$ cat config.mk
export PLATFORM = sky130hd
export DESIGN_NAME = tone_pattern_sequencer_unit
export DESIGN_NICKNAME = d
export VERILOG_FILES = /design/src/rtl/core/tps_pkg.sv /design/src/rtl/core/tps_ctrl.sv /design/src/rtl/core/tps_datapath.sv /design/src/rtl/core/tone_pattern_sequencer_unit.sv
export SDC_FILE = /design/constraint.sdc
export NUM_CORES = 1
export LEC_CHECK = 0
export BUFFER_PORTS_ARGS = -buffer_cell sky130_fd_sc_hd__buf_2
export CORE_MARGIN = 3
export CORE_UTILIZATION = 30
export DETAILED_ROUTE_END_ITERATION = 12
export GPL_TIMING_DRIVEN = 0
export PLACE_DENSITY = 0.53
export SYNTH_ARGS = -nofsm -noshare
export SYNTH_HDL_FRONTEND = slang
export SYNTH_SLANG_ARGS = --single-unit
$ cat constraint.sdc
create_clock -name clk_i -period 19.5 [get_ports clk_i]
set_clock_uncertainty 0.1 [all_clocks]
set_input_delay 2.925 -clock clk_i [delete_from_list [all_inputs] [get_ports clk_i]]
set_output_delay 2.925 -clock clk_i [all_outputs]
set_load 0.1 [all_outputs]
$ cat src/rtl/core/tps_pkg.sv
`default_nettype none
package tps_pkg;

  localparam int SEQ_LEN   = 16;
  localparam int MAX_CHAIN = 64;

  localparam int IDX_W   = $clog2(SEQ_LEN);
  localparam int STEP_W  = 4;
  localparam int CI_W    = (IDX_W + 1 > STEP_W) ? IDX_W + 1 : STEP_W;
  localparam int CHAIN_W = $clog2(MAX_CHAIN + 1);
  localparam int TICK_W  = 24;
  localparam int TPU_W   = 16;

  localparam logic [TPU_W-1:0] TPU_RESET = 16'd1000;

  typedef enum logic [2:0] {
    OP_WRITE     = 3'd0,
    OP_PLAY      = 3'd1,
    OP_PLAY_PERM = 3'd2,
    OP_OFF       = 3'd3,
    OP_TICK      = 3'd4
  } op_e;

  typedef enum logic [1:0] {
    K_STOP   = 2'd0,
    K_TONE   = 2'd1,
    K_PAUSE  = 2'd2,
    K_REPEAT = 2'd3
  } kind_e;

  typedef enum logic [1:0] {
    ST_IDLE = 2'd0,
    ST_WALK = 2'd1,
    ST_DONE = 2'd2
  } ctl_state_e;

  typedef struct packed {
    logic [2:0] opcode;
    logic [3:0] entry_index;
    logic [1:0] entry_kind;
    logic [7:0] entry_time;
    logic [2:0] entry_count;
    logic [3:0] entry_step;
  } in_item_t;

  typedef struct packed {
    logic buzzer_on;
    logic playing;
    logic alarm_active;
    logic runaway;
  } result_t;

  typedef struct packed {
    logic [3:0] step;
    logic [2:0] count;
    logic [7:0] time_units;
    logic [1:0] kind;
  } entry_t;

  typedef struct packed {
    logic wr_entry;
    logic halt;
    logic load_counts;
    logic set_alarm;
    logic clr_alarm;
    logic set_rewritten;
    logic clr_rewritten;
    logic tick_dec;
    logic walk_step;
    logic set_runaway;
    logic clr_runaway;
  } dp_cmd_t;

  typedef struct packed {
    logic running;
    logic alarm;
    logic rewritten;
    logic rem_le1;
    logic walk_end;
  } dp_status_t;

endpackage
`default_nettype wire

$ cat src/rtl/core/tps_ctrl.sv
`default_nettype none
module tps_ctrl
  import tps_pkg::*;
(
  input  wire logic       clk_i,
  input  wire logic       rst_ni,
  input  wire logic       start_i,
  input  wire logic [2:0] opcode_i,
  input  wire dp_status_t sts_i,
  output dp_cmd_t         cmd_o,
  output logic            busy_o,
  output logic            done_o
);

  ctl_state_e state_q, state_d;
  logic [CHAIN_W-1:0] chain_q, chain_d;
  logic perm_ignored;
  logic chain_full;

  assign perm_ignored = sts_i.alarm && !sts_i.rewritten;
  assign chain_full   = (chain_q == CHAIN_W'(MAX_CHAIN));

  // next state
  always_comb begin
    state_d = state_q;
    chain_d = chain_q;
    case (state_q)
      ST_IDLE: begin
        chain_d = '0;
        if (start_i) begin
          state_d = ST_DONE;
          case (op_e'(opcode_i))
            OP_PLAY:      state_d = ST_WALK;
            OP_PLAY_PERM: if (!perm_ignored) state_d = ST_WALK;
            OP_TICK:      if (sts_i.running && sts_i.rem_le1) state_d = ST_WALK;
            default:      state_d = ST_DONE;
          endcase
        end
      end
      ST_WALK: begin
        if (chain_full || sts_i.walk_end) begin
          state_d = ST_DONE;
        end else begin
          chain_d = chain_q + CHAIN_W'(1);
        end
      end
      ST_DONE: state_d = ST_IDLE;
      default: state_d = ST_IDLE;
    endcase
  end

  // outputs
  always_comb begin
    cmd_o  = '0;
    busy_o = 1'b1;
    done_o = 1'b0;
    case (state_q)
      ST_IDLE: begin
        busy_o = 1'b0;
        if (start_i) begin
          cmd_o.clr_runaway = 1'b1;
          case (op_e'(opcode_i))
            OP_WRITE: cmd_o.wr_entry = 1'b1;
            OP_PLAY: begin
              cmd_o.halt        = 1'b1;
              cmd_o.load_counts = 1'b1;
            end
            OP_PLAY_PERM: begin
              if (!perm_ignored) begin
                cmd_o.set_alarm     = 1'b1;
                cmd_o.clr_rewritten = 1'b1;
                cmd_o.halt          = 1'b1;
                cmd_o.load_counts   = 1'b1;
              end
            end
            OP_OFF: begin
              cmd_o.halt          = 1'b1;
              cmd_o.clr_alarm     = 1'b1;
              cmd_o.set_rewritten = 1'b1;
            end
            OP_TICK: cmd_o.tick_dec = sts_i.running;
            default: cmd_o.clr_runaway = 1'b1;
          endcase
        end
      end
      ST_WALK: begin
        if (chain_full) begin
          cmd_o.halt        = 1'b1;
          cmd_o.set_runaway = 1'b1;
        end else begin
          cmd_o.walk_step = 1'b1;
        end
      end
      ST_DONE: done_o = 1'b1;
      default: busy_o = 1'b1;
    endcase
  end

  always_ff @(posedge clk_i or negedge rst_ni) begin
    if (!rst_ni) begin
      state_q <= ST_IDLE;
      chain_q <= '0;
    end else begin
      state_q <= state_d;
      chain_q <= chain_d;
    end
  end

endmodule
`default_nettype wire

$ cat src/rtl/core/tps_datapath.sv
`default_nettype none
module tps_datapath
  import tps_pkg::*;
(
  input  wire logic             clk_i,
  input  wire logic             rst_ni,
  input  wire in_item_t         in_item_i,
  input  wire logic             cfg_we_i,
  input  wire logic [TPU_W-1:0] cfg_wdata_i,
  input  wire dp_cmd_t          cmd_i,
  output dp_status_t            sts_o,
  output result_t               result_o
);

  entry_t            entry_q [SEQ_LEN];
  entry_t            entry_d [SEQ_LEN];
  logic [2:0]        count_q [SEQ_LEN];
  logic [2:0]        count_d [SEQ_LEN];
  logic [CI_W-1:0]   ci_q, ci_d;
  logic [TICK_W-1:0] rem_q, rem_d;
  logic              running_q, running_d;
  logic              alarm_q, alarm_d;
  logic              buzzer_q, buzzer_d;
  logic              rewritten_q, rewritten_d;
  logic              runaway_q, runaway_d;
  logic [TPU_W-1:0]  tpu_q;

  logic              in_range;
  logic              is_last;
  logic [IDX_W-1:0]  cur_idx;
  entry_t            cur;
  logic [2:0]        cur_cnt;
  logic [IDX_W-1:0]  wr_idx;
  logic              wr_ok;
  logic              walk_end;

  assign in_range = (ci_q < CI_W'(SEQ_LEN));
  assign is_last  = (ci_q == CI_W'(SEQ_LEN - 1));
  assign cur_idx  = ci_q[IDX_W-1:0];
  assign cur      = in_range ? entry_q[cur_idx] : '0;
  assign cur_cnt  = in_range ? count_q[cur_idx] : '0;
  assign wr_idx   = IDX_W'(in_item_i.entry_index);
  assign wr_ok    = (32'(in_item_i.entry_index) < SEQ_LEN);

  always_comb begin
    entry_d     = entry_q;
    count_d     = count_q;
    ci_d        = ci_q;
    rem_d       = rem_q;
    running_d   = running_q;
    alarm_d     = alarm_q;
    buzzer_d    = buzzer_q;
    rewritten_d = rewritten_q;
    runaway_d   = runaway_q;
    walk_end    = 1'b0;

    if (cmd_i.clr_runaway) runaway_d = 1'b0;
    if (cmd_i.set_runaway) runaway_d = 1'b1;
    if (cmd_i.set_alarm) alarm_d = 1'b1;
    if (cmd_i.clr_alarm) alarm_d = 1'b0;
    if (cmd_i.set_rewritten) rewritten_d = 1'b1;
    if (cmd_i.clr_rewritten) rewritten_d = 1'b0;

    if (cmd_i.halt) begin
      running_d = 1'b0;
      buzzer_d  = 1'b0;
      rem_d     = '0;
      ci_d      = '0;
    end
    if (cmd_i.load_counts) begin
      for (int i = 0; i < SEQ_LEN; i++) count_d[i] = entry_q[i].count;
    end

    if (cmd_i.wr_entry && wr_ok) begin
      entry_d[wr_idx].kind       = in_item_i.entry_kind;
      entry_d[wr_idx].time_units = in_item_i.entry_time;
      entry_d[wr_idx].count      = in_item_i.entry_count;
      entry_d[wr_idx].step       = in_item_i.entry_step;
      rewritten_d = 1'b1;
    end

    if (cmd_i.tick_dec && (rem_q != '0)) rem_d = rem_q - TICK_W'(1);

    if (cmd_i.walk_step) begin
      if (!in_range) begin
        // jump past the end: stop without restart
        running_d = 1'b0;
        buzzer_d  = 1'b0;
        rem_d     = '0;
        ci_d      = '0;
        walk_end  = 1'b1;
      end else if (is_last || kind_e'(cur.kind) == K_STOP) begin
        running_d = 1'b0;
        buzzer_d  = 1'b0;
        rem_d     = '0;
        ci_d      = '0;
        if (alarm_q) begin
          // permanent mode wraps to entry zero with fresh counts
          for (int i = 0; i < SEQ_LEN; i++) count_d[i] = entry_q[i].count;
        end else begin
          walk_end = 1'b1;
        end
      end else begin
        case (kind_e'(cur.kind))
          K_TONE, K_PAUSE: begin
            buzzer_d  = (kind_e'(cur.kind) == K_TONE);
            rem_d     = TICK_W'(cur.time_units) * TICK_W'(tpu_q);
            running_d = 1'b1;
            ci_d      = ci_q + CI_W'(1);
            walk_end  = 1'b1;
          end
          default: begin
            if (cur_cnt == 3'd0) begin
              ci_d = CI_W'(cur.step);
            end else if (cur_cnt == 3'd1) begin
              ci_d = ci_q + CI_W'(1);
            end else begin
              count_d[cur_idx] = cur_cnt - 3'd1;
              ci_d             = CI_W'(cur.step);
            end
          end
        endcase
      end
    end
  end

  always_ff @(posedge clk_i or negedge rst_ni) begin
    if (!rst_ni) begin
      for (int i = 0; i < SEQ_LEN; i++) begin
        entry_q[i] <= '0;
        count_q[i] <= '0;
      end
      ci_q        <= '0;
      rem_q       <= '0;
      running_q   <= 1'b0;
      alarm_q     <= 1'b0;
      buzzer_q    <= 1'b0;
      rewritten_q <= 1'b1;
      runaway_q   <= 1'b0;
      tpu_q       <= TPU_RESET;
    end else begin
      entry_q     <= entry_d;
      count_q     <= count_d;
      ci_q        <= ci_d;
      rem_q       <= rem_d;
      running_q   <= running_d;
      alarm_q     <= alarm_d;
      buzzer_q    <= buzzer_d;
      rewritten_q <= rewritten_d;
      runaway_q   <= runaway_d;
      if (cfg_we_i) tpu_q <= cfg_wdata_i;
    end
  end

  assign sts_o.running   = running_q;
  assign sts_o.alarm     = alarm_q;
  assign sts_o.rewritten = rewritten_q;
  assign sts_o.rem_le1   = (rem_q <= TICK_W'(1));
  assign sts_o.walk_end  = walk_end;

  assign result_o.buzzer_on    = buzzer_q;
  assign result_o.playing      = running_q;
  assign result_o.alarm_active = alarm_q;
  assign result_o.runaway      = runaway_q;

endmodule
`default_nettype wire

$ cat src/rtl/core/tone_pattern_sequencer_unit.sv
`default_nettype none
// buzzer pattern sequencer: runs a 16-entry program of tone, pause, repeat and stop
// commands, counted down by tick items
// command channel: in_item_i is taken at a clock edge with start high and busy low;
//   the opcode selects entry write, play, permanent play, off or tick
// result channel: done_o is high for exactly one cycle with result_o (buzzer level,
//   playing, permanent mode, runaway flag); the receiver cannot hold it off
// config channel: cfg_wdata_i sets ticks per time unit on a cfg_valid_i transfer;
//   cfg_ready_o is always high, writes belong in idle time
// write, off, a tick that does not end a command and an ignored permanent play reach
//   done in the cycle after accept; play, permanent play and a tick that ends a
//   command walk the program one entry a cycle until the walk ends or MAX_CHAIN stops it
// the block takes one item at a time; busy stays high until the result cycle is over,
//   so the next item goes in the cycle after done_o
// the entry walk in the datapath steps one program entry per cycle
// reset: all entries read as stop, loop counts cleared, nothing playing, ticks per
//   unit 1000
module tone_pattern_sequencer_unit
  import tps_pkg::*;
(
  input  wire logic             clk_i,
  input  wire logic             rst_ni,
  input  wire logic             start,
  output logic                  busy,
  input  wire in_item_t         in_item_i,
  output logic                  done_o,
  output result_t               result_o,
  input  wire logic             cfg_valid_i,
  output logic                  cfg_ready_o,
  input  wire logic [TPU_W-1:0] cfg_wdata_i
);

  dp_cmd_t    cmd;
  dp_status_t sts;

  // ticks per unit is only sampled by the walk, so a write is always safe to take
  assign cfg_ready_o = 1'b1;

  // controller: decodes the opcode on accept, paces the walk, limits the chain
  tps_ctrl u_ctrl (
    .clk_i    (clk_i),
    .rst_ni   (rst_ni),
    .start_i  (start),
    .opcode_i (in_item_i.opcode),
    .sts_i    (sts),
    .cmd_o    (cmd),
    .busy_o   (busy),
    .done_o   (done_o)
  );

  // datapath: program store, loop counts, tick counter and sequencer flags
  tps_datapath u_dp (
    .clk_i       (clk_i),
    .rst_ni      (rst_ni),
    .in_item_i   (in_item_i),
    .cfg_we_i    (cfg_valid_i && cfg_ready_o),
    .cfg_wdata_i (cfg_wdata_i),
    .cmd_i       (cmd),
    .sts_o       (sts),
    .result_o    (result_o)
  );

  // the buzzer only sounds while a sequence is timing
  assert property (@(posedge clk_i) disable iff (!rst_ni)
    result_o.buzzer_on |-> result_o.playing)
    else $error("buzzer on while not playing");

  // a runaway stop leaves the sequence halted
  assert property (@(posedge clk_i) disable iff (!rst_ni)
    (done_o && result_o.runaway) |-> (!result_o.playing && !result_o.buzzer_on))
    else $error("runaway result with sequence still running");

  // an accepted command always makes the block busy in the next cycle
  assert property (@(posedge clk_i) disable iff (!rst_ni)
    (start && !busy) |=> busy)
    else $error("accepted item without busy");

  // the result strobe lasts one cycle and is followed by idle
  assert property (@(posedge clk_i) disable iff (!rst_ni)
    done_o |=> (!done_o && !busy))
    else $error("result strobe not followed by idle");

endmodule
`default_nettype wire
* Yosys cells after proc, flatten, opt, wreduce, memory -nomap -nowiden
Cells that the tools add are included.
** Operators by class
- Reductions and logical operators :: 22
- Shift operators :: 0
- $lt $le $gt $ge :: 6
- Multiplexer cells :: 94
- Divide/modulo/power cells :: 0
- Eq/ne operators :: 14
- $mul :: 1
- $add $sub $neg :: 4
- Bitwise gates (word level) :: 2
** Operators with widths (count)
- bitwise mux 272 bit :: 4
- two-way mux 48 bit :: 8
- demux 17 bit (select 4 bit) :: 4
- two-way mux 24 bit :: 6
- binary-select mux 17 bit (select 4 bit) :: 1
- two-way mux 17 bit :: 4
- bitwise mux 48 bit :: 1
- two-way mux 5 bit :: 7
- two-way mux 1 bit :: 34
- less-or-equal comparator 24 x 1 -> 1 bit, second input constant :: 1
- multiplier 8 x 16 -> 24 bit :: 1
- nonzero test 24 bit :: 1
- subtractor 24 x 1 -> 24 bit, second input constant :: 1
- two-way mux 3 bit :: 5
- two-way mux 2 bit :: 7
- one-hot mux 7 bit (2 select lines) :: 1
- two-way mux 13 bit :: 1
- binary-select mux 3 bit (select 4 bit) :: 1
- demux 3 bit (select 4 bit) :: 1
- >= comparator 5 bit, second input constant :: 2
- < comparator 5 x 1 -> 1 bit, second input constant :: 2
- two-way mux 10 bit :: 1
- NOT 4 -> 5 bit :: 2
- two-way mux 8 bit :: 1
- 27 further kinds :: 46
** Word-level totals
- Bits in registers :: 379
- Input port bits :: 44
- RAM bits :: 0
- Bits in read-only memories :: 0
- Logic and storage cells :: 233
- Memories :: 0
- Output and inout port bits :: 7
- Latch bits :: 0

* Logic depth before layout (Yosys ltp)
- Word-level depth :: 14
- Depth in mapped cells :: 24
- Gate-level depth less buffers :: 19

* Hierarchy
Synthesis repeated with hierarchy kept, for this count alone.
** Second synthesis, totals
- Cell total of the unflattened synthesis :: 2019
- Area, all modules :: 23191.0 um^2
** By module, submodules not included
- tps_datapath :: instances 1, cells an instance 1940, area each 22489.1 um^2, seq. area each 9267.6 um^2
- tps_ctrl :: instances 1, cells an instance 77, area each 690.7 um^2, seq. area each 225.2 um^2
- tone_pattern_sequencer_unit :: instances 1, cells an instance 2, area each 11.3 um^2, seq. area each 0.0 um^2

* Worst setup path after synthesis
OpenSTA, ideal clock, no wires.
- Path type :: flip-flop to flip-flop
- Start point :: register u_dp.ci_q[1]
- End point :: register u_dp.rem_q[23]
- Setup slack :: 12.753 ns
- Arrival :: 6.507 ns
- Cell stages (with the launch flop) :: 24
- Clock period less this slack :: 6.747 ns
- Path through :: dfrtp_1 -> clkbuf_1 -> buf_1 -> clkbuf_1 -> mux4_2 -> mux4_2 -> clkbuf_1 -> and3_1 -> fa_1 -> inv_1 -> fa_1 -> inv_1 -> fa_1 -> inv_1 -> fa_1 -> inv_1 -> ha_1 -> o21ai_0 -> o21ai_0 -> a2111oi_0 -> o31ai_1 -> a221oi_1 -> xnor2_1 -> o221ai_1
** On the way
- Longest elaborated chain between the ends :: 11
** Ends and longest elaborated chain
- start: declaration :: line tps_datapath.sv:19 : logic [CI_W-1:0] ci_q, ci_d;
- start signal: assignment :: line tps_datapath.sv:144 : ci_q <= ci_d;
- parallel branches: the longest is 9 deep, another holds multiplier 8 x 16 -> 24 bit
- two-way mux 24 bit (*) :: line tps_datapath.sv:85 : if (!in_range) begin
- two-way mux 24 bit (*) :: line tps_datapath.sv:84 : if (cmd_i.walk_step) begin
- named net u_dp.rem_d[23] :: line tps_datapath.sv:20 : logic [TICK_W-1:0] rem_q, rem_d;
- end signal: assignment :: line tps_datapath.sv:145 : rem_q <= rem_d;
- end: declaration :: line tps_datapath.sv:20
Mark *: on every way through the listed nets, which the timed path passes. The select of a mux whose other input is x is not followed.
A chain may end at the register's enable or synchronous reset.

* Worst setup path in the final report
Same ends and word-level chain as after synthesis.

==> results.cfg <==
[setup_path]
critPathKind = reg -> reg
slowest_stage = a2111oi_0
worst_ep_arrival_time_ps = 9490
rr_startpoint = u_dp.ci_q[1]$_DFFE_PN0P_
startpoint = u_dp.ci_q[1]$_DFFE_PN0P_
critical-path-top-delay-family = buffers and inverters
path_buf_inv = 8
start_kind = register
max_stage_delay_ps = 990
end_kind = register
path_cells = clkbuf_1 -> buf_1 -> clkbuf_1 -> mux4_2 -> mux4_2 -> clkbuf_1 -> and3_1 -> fa_1 -> inv_1 -> fa_1 -> inv_1 -> fa_1 -> inv_1 -> fa_1 -> inv_1 -> ha_1 -> o21ai_0 -> o21ai_0 -> a2111oi_0 -> o31ai_1 -> a221oi_1 -> xnor2_1 -> o221ai_1
critPathRequiredTime_ps = 19830
critPathMaxFanout = 10

[yosys]
postSynthAreaPerCell_sq_um = 11.8
synthXorXnorAreaFrac_pct = 0.985
synthMuxAreaShare_pct = 24.9
synth-compound-area-share_pct = 7.63
yosysWarningCount = 0
ys_seq_elements = 379
synthCells = 1964
synthAdderAreaFrac_pct = 10.4
synth-main-ff-cell = dfrtp_1
synthSimpleGateAreaFrac_pct = 10.7
synth_nets = 2150
synth-async-reset-ratio_pct = 100
yosysUniqueCellTypes = 75
ys_seq_area_share_pct = 41.1
synth-edff-count = 0
synth_top_family_by_area = multiplexers
syn_area_sq_mm = 0.0231

[route]
drt_iter0_drc = 1115
routed_wl_um = 70600
vias_per_cell = 5.29
drtAntennaViolNets = 0
first_pass_iters = 5
drcViolationCount = 0
wl_per_cell_um = 22.5
num_vias = 16553

[sta]
finalSetupViolCount = 0
post-route-min-period_ps = 9150
worstMarginPinSlew_ps = 1540
rsz0062_at_grt = no
relSlewSlack_pct = -3.05
min_period_over_period_pct = 46.9
tns_ps = 0
hold_violations = 0
layout_setup_ws_ps = 10350
maxSlewViolCount = 8
hold_slack_ps = 401
max_freq_mhz = 109

[clocking]
clock-sinks = 379
clk_path_buf_depth = 3
root_buffer = clkbuf_16
cts-resized-gates = 0
holdBufCountCts = 0
tritoncts = yes
clk_latency_ps = 610
htree_levels = 2
clkTransAtPathRegs_ps = 60
cts_buffers = 45
cts_setup_buffers = 0

[global_route]
antenna_found_initial = 6
grt_pass1_vias = 17377
grt-ovfl-total = 0
track_usage_pct = 17.3
grt_max_degree = 131
grt_pass1_wl_um = 108000

[hold_path]
hp-start = u_dp.entry_q[22]$_DFFE_PN0P_
hold_class = reg -> reg

[placement]
pre_cts_slack_ps = 10400
dp.cells = 3043
io_buffers = 46
place_congestion = 0.908
place_hpwl_um = 50400
place_area_sq_mm = 0.0247

[floorplan]
num_rows = 101
dieWidth_um = 284
die-area_sq_mm = 0.0804
coreArea_sq_mm = 0.0761
ios = 51
die_height_um = 284
initial_utilization_pct = 30.4

[final_layout]
finish.net_count = 2247
stdcell_count = 3131
drive_gt1_share_pct = 26.4
design_area_sq_mm = 0.0264
area_growth_pct = 14.1

[flow_run]
max_cap_violations = 1

[outcome]
run_status = finished, violations left
violations = max-capacitance violations, max-slew violations

[pwr]
power.density_mw_per_mm2 = 85.9
power.leakage_nw = 12.4
max-vdd-ir-drop_mv = 0.0669
-- cells by family after synthesis --
group | after synthesis
adders and majority gates | 142
AOI/OAI and AO/OA | 252
and+or+nand+nor | 480
other | 1
buffers and inverters | 250
muxes | 434
xor gates and xnor gates | 26
DFF | 379
-- Yosys cell counts (10+ instances only) --
library cell	number	share of area, %
dfrtp_1	372	40
mux2_2	294	14
nand2_1	136	2.2
inv_1	119	1.9
and3_1	111	3.0
clkbuf_1	95	1.5
fa_1	84	7.3
mux4_2	83	8.1
nor2_1	79	1.3
o21ai_0	62	1.3
ha_1	58	3.1
mux2i_1	57	2.5
a21oi_1	37	0.80
nand3_1	30	0.65
nor3_1	27	0.58
and2_1	23	0.62
buf_2	20	0.43
nand2b_1	18	0.49
a21o_1	15	0.49
xnor2_1	14	0.53
a221oi_1	13	0.49
a211oi_1	12	0.39
xor2_1	12	0.45
a2111oi_0	11	0.42
or3_1	10	0.27
-- placed cells by master, fill, tap and decap left out, types with 11 or more instances in the layout --
cell       Yosys  routed
a21o_1        15      15
nor2_1        79      79
a21oi_1       37      37
nor3_1        27      27
nand3_1       30      30
mux2_2       294     294
clkbuf_1      95     103
a211oi_1      12      12
mux2i_1       57      57
and3_1       111     111
a2111oi_0     11      11
ha_1          58      58
o21ai_0       62      62
a221oi_1      13      13
nand2b_1      18      18
fa_1          84      84
nand2_1      136     136
buf_2         20      65
xnor2_1       14      14
clkbuf_16      0      45
dfrtp_1      372     372
clkbuf_8       0      12
and2_1        23      23
mux4_2        83      83
xor2_1        12      12
inv_1        119     119
-- flip-flops by register name, summed over array words and instances (netlist names) --
name	cells
u_ctrl.chain_q	7
u_ctrl.state_q	2
u_dp.alarm_q	1
u_dp.buzzer_q	1
u_dp.ci_q	5
u_dp.count_q	48
u_dp.entry_q	272
u_dp.rem_q	24
u_dp.rewritten_q	1
u_dp.runaway_q	1
u_dp.running_q	1
u_dp.tpu_q	16
-- metrics by stage --
stage          utilization, %  total power [mW]
2_1_floorplan               -              1.21
3_3_place_gp             32.4              1.35
3_5_place_dp             32.5              1.37
4_1_cts                  34.6              2.29
5_1_grt                  34.6              2.37
6_report                 34.7              2.27
-- final timing paths --
path	end	slack, ps	cells after the start
setup / recovery	u_dp.rem_q[23]$_DFF_PN0_	10350	23
hold / removal	u_dp.entry_q[22]$_DFFE_PN0P_	400	1
setup reg to reg	u_dp.rem_q[23]$_DFF_PN0_	10350	23
hold reg to reg	u_dp.entry_q[22]$_DFFE_PN0P_	400	1
max in group asynchronous	u_dp.tpu_q[15]$_DFFE_PN0P_	15760	3
min in group asynchronous	u_ctrl.chain_q[6]$_DFFE_PN0P_	2100	1
-- area by class of cell --
| class | instances | area, sq um |
|---|---|---|
| repair buffers | 50 | 330 |
| plain buffers | 131 | 547 |
| inverters | 119 | 447 |
| diodes | 3 | 7.51 |
| fillers | 7631 | 49700 |
| flip-flops and latches | 379 | 9490 |
| multi-input cells | 1335 | 12600 |
| clock inverters | 19 | 302 |
| well taps | 1030 | 1290 |
| clock buffers | 65 | 1320 |
-- where the power goes --
group          switching, mW  total, mW  internal [mW]
clock network          0.367      0.911          0.544
registers             0.0595      0.920          0.861
logic                  0.255      0.434          0.179
-- routing by layer --
| metal | up-vias | routed length, um | GRT usage (%) | part of all wire, % |
|---|---|---|---|---|
| li1 | 7281 | - | - | - |
| met4 | 4 | 1670 | 4.52 | 2.4 |
| met3 | 123 | 3870 | 3.14 | 5.5 |
| met1 | 8681 | 32100 | 23.8 | 45 |
| met2 | 464 | 33000 | 28.2 | 47 |
| met5 | - | 25 | 0 | 0.035 |
-- worst reg2reg max path, cell delays in order, from the launching register on --
cell       delay [ps]
dfrtp_1           390
clkbuf_1          600
buf_1             740
clkbuf_1          750
mux4_2            430
mux4_2            560
clkbuf_1          280
and3_1            290
fa_1              530
inv_1              60
fa_1              540
inv_1              50
fa_1              470
inv_1              50
fa_1              500
inv_1              50
ha_1              330
o21ai_0           120
o21ai_0           140
a2111oi_0         990
o31ai_1           320
a221oi_1          380
xnor2_1           190
o221ai_1          160
Note: power is estimated with default switching activity, not from simulation.
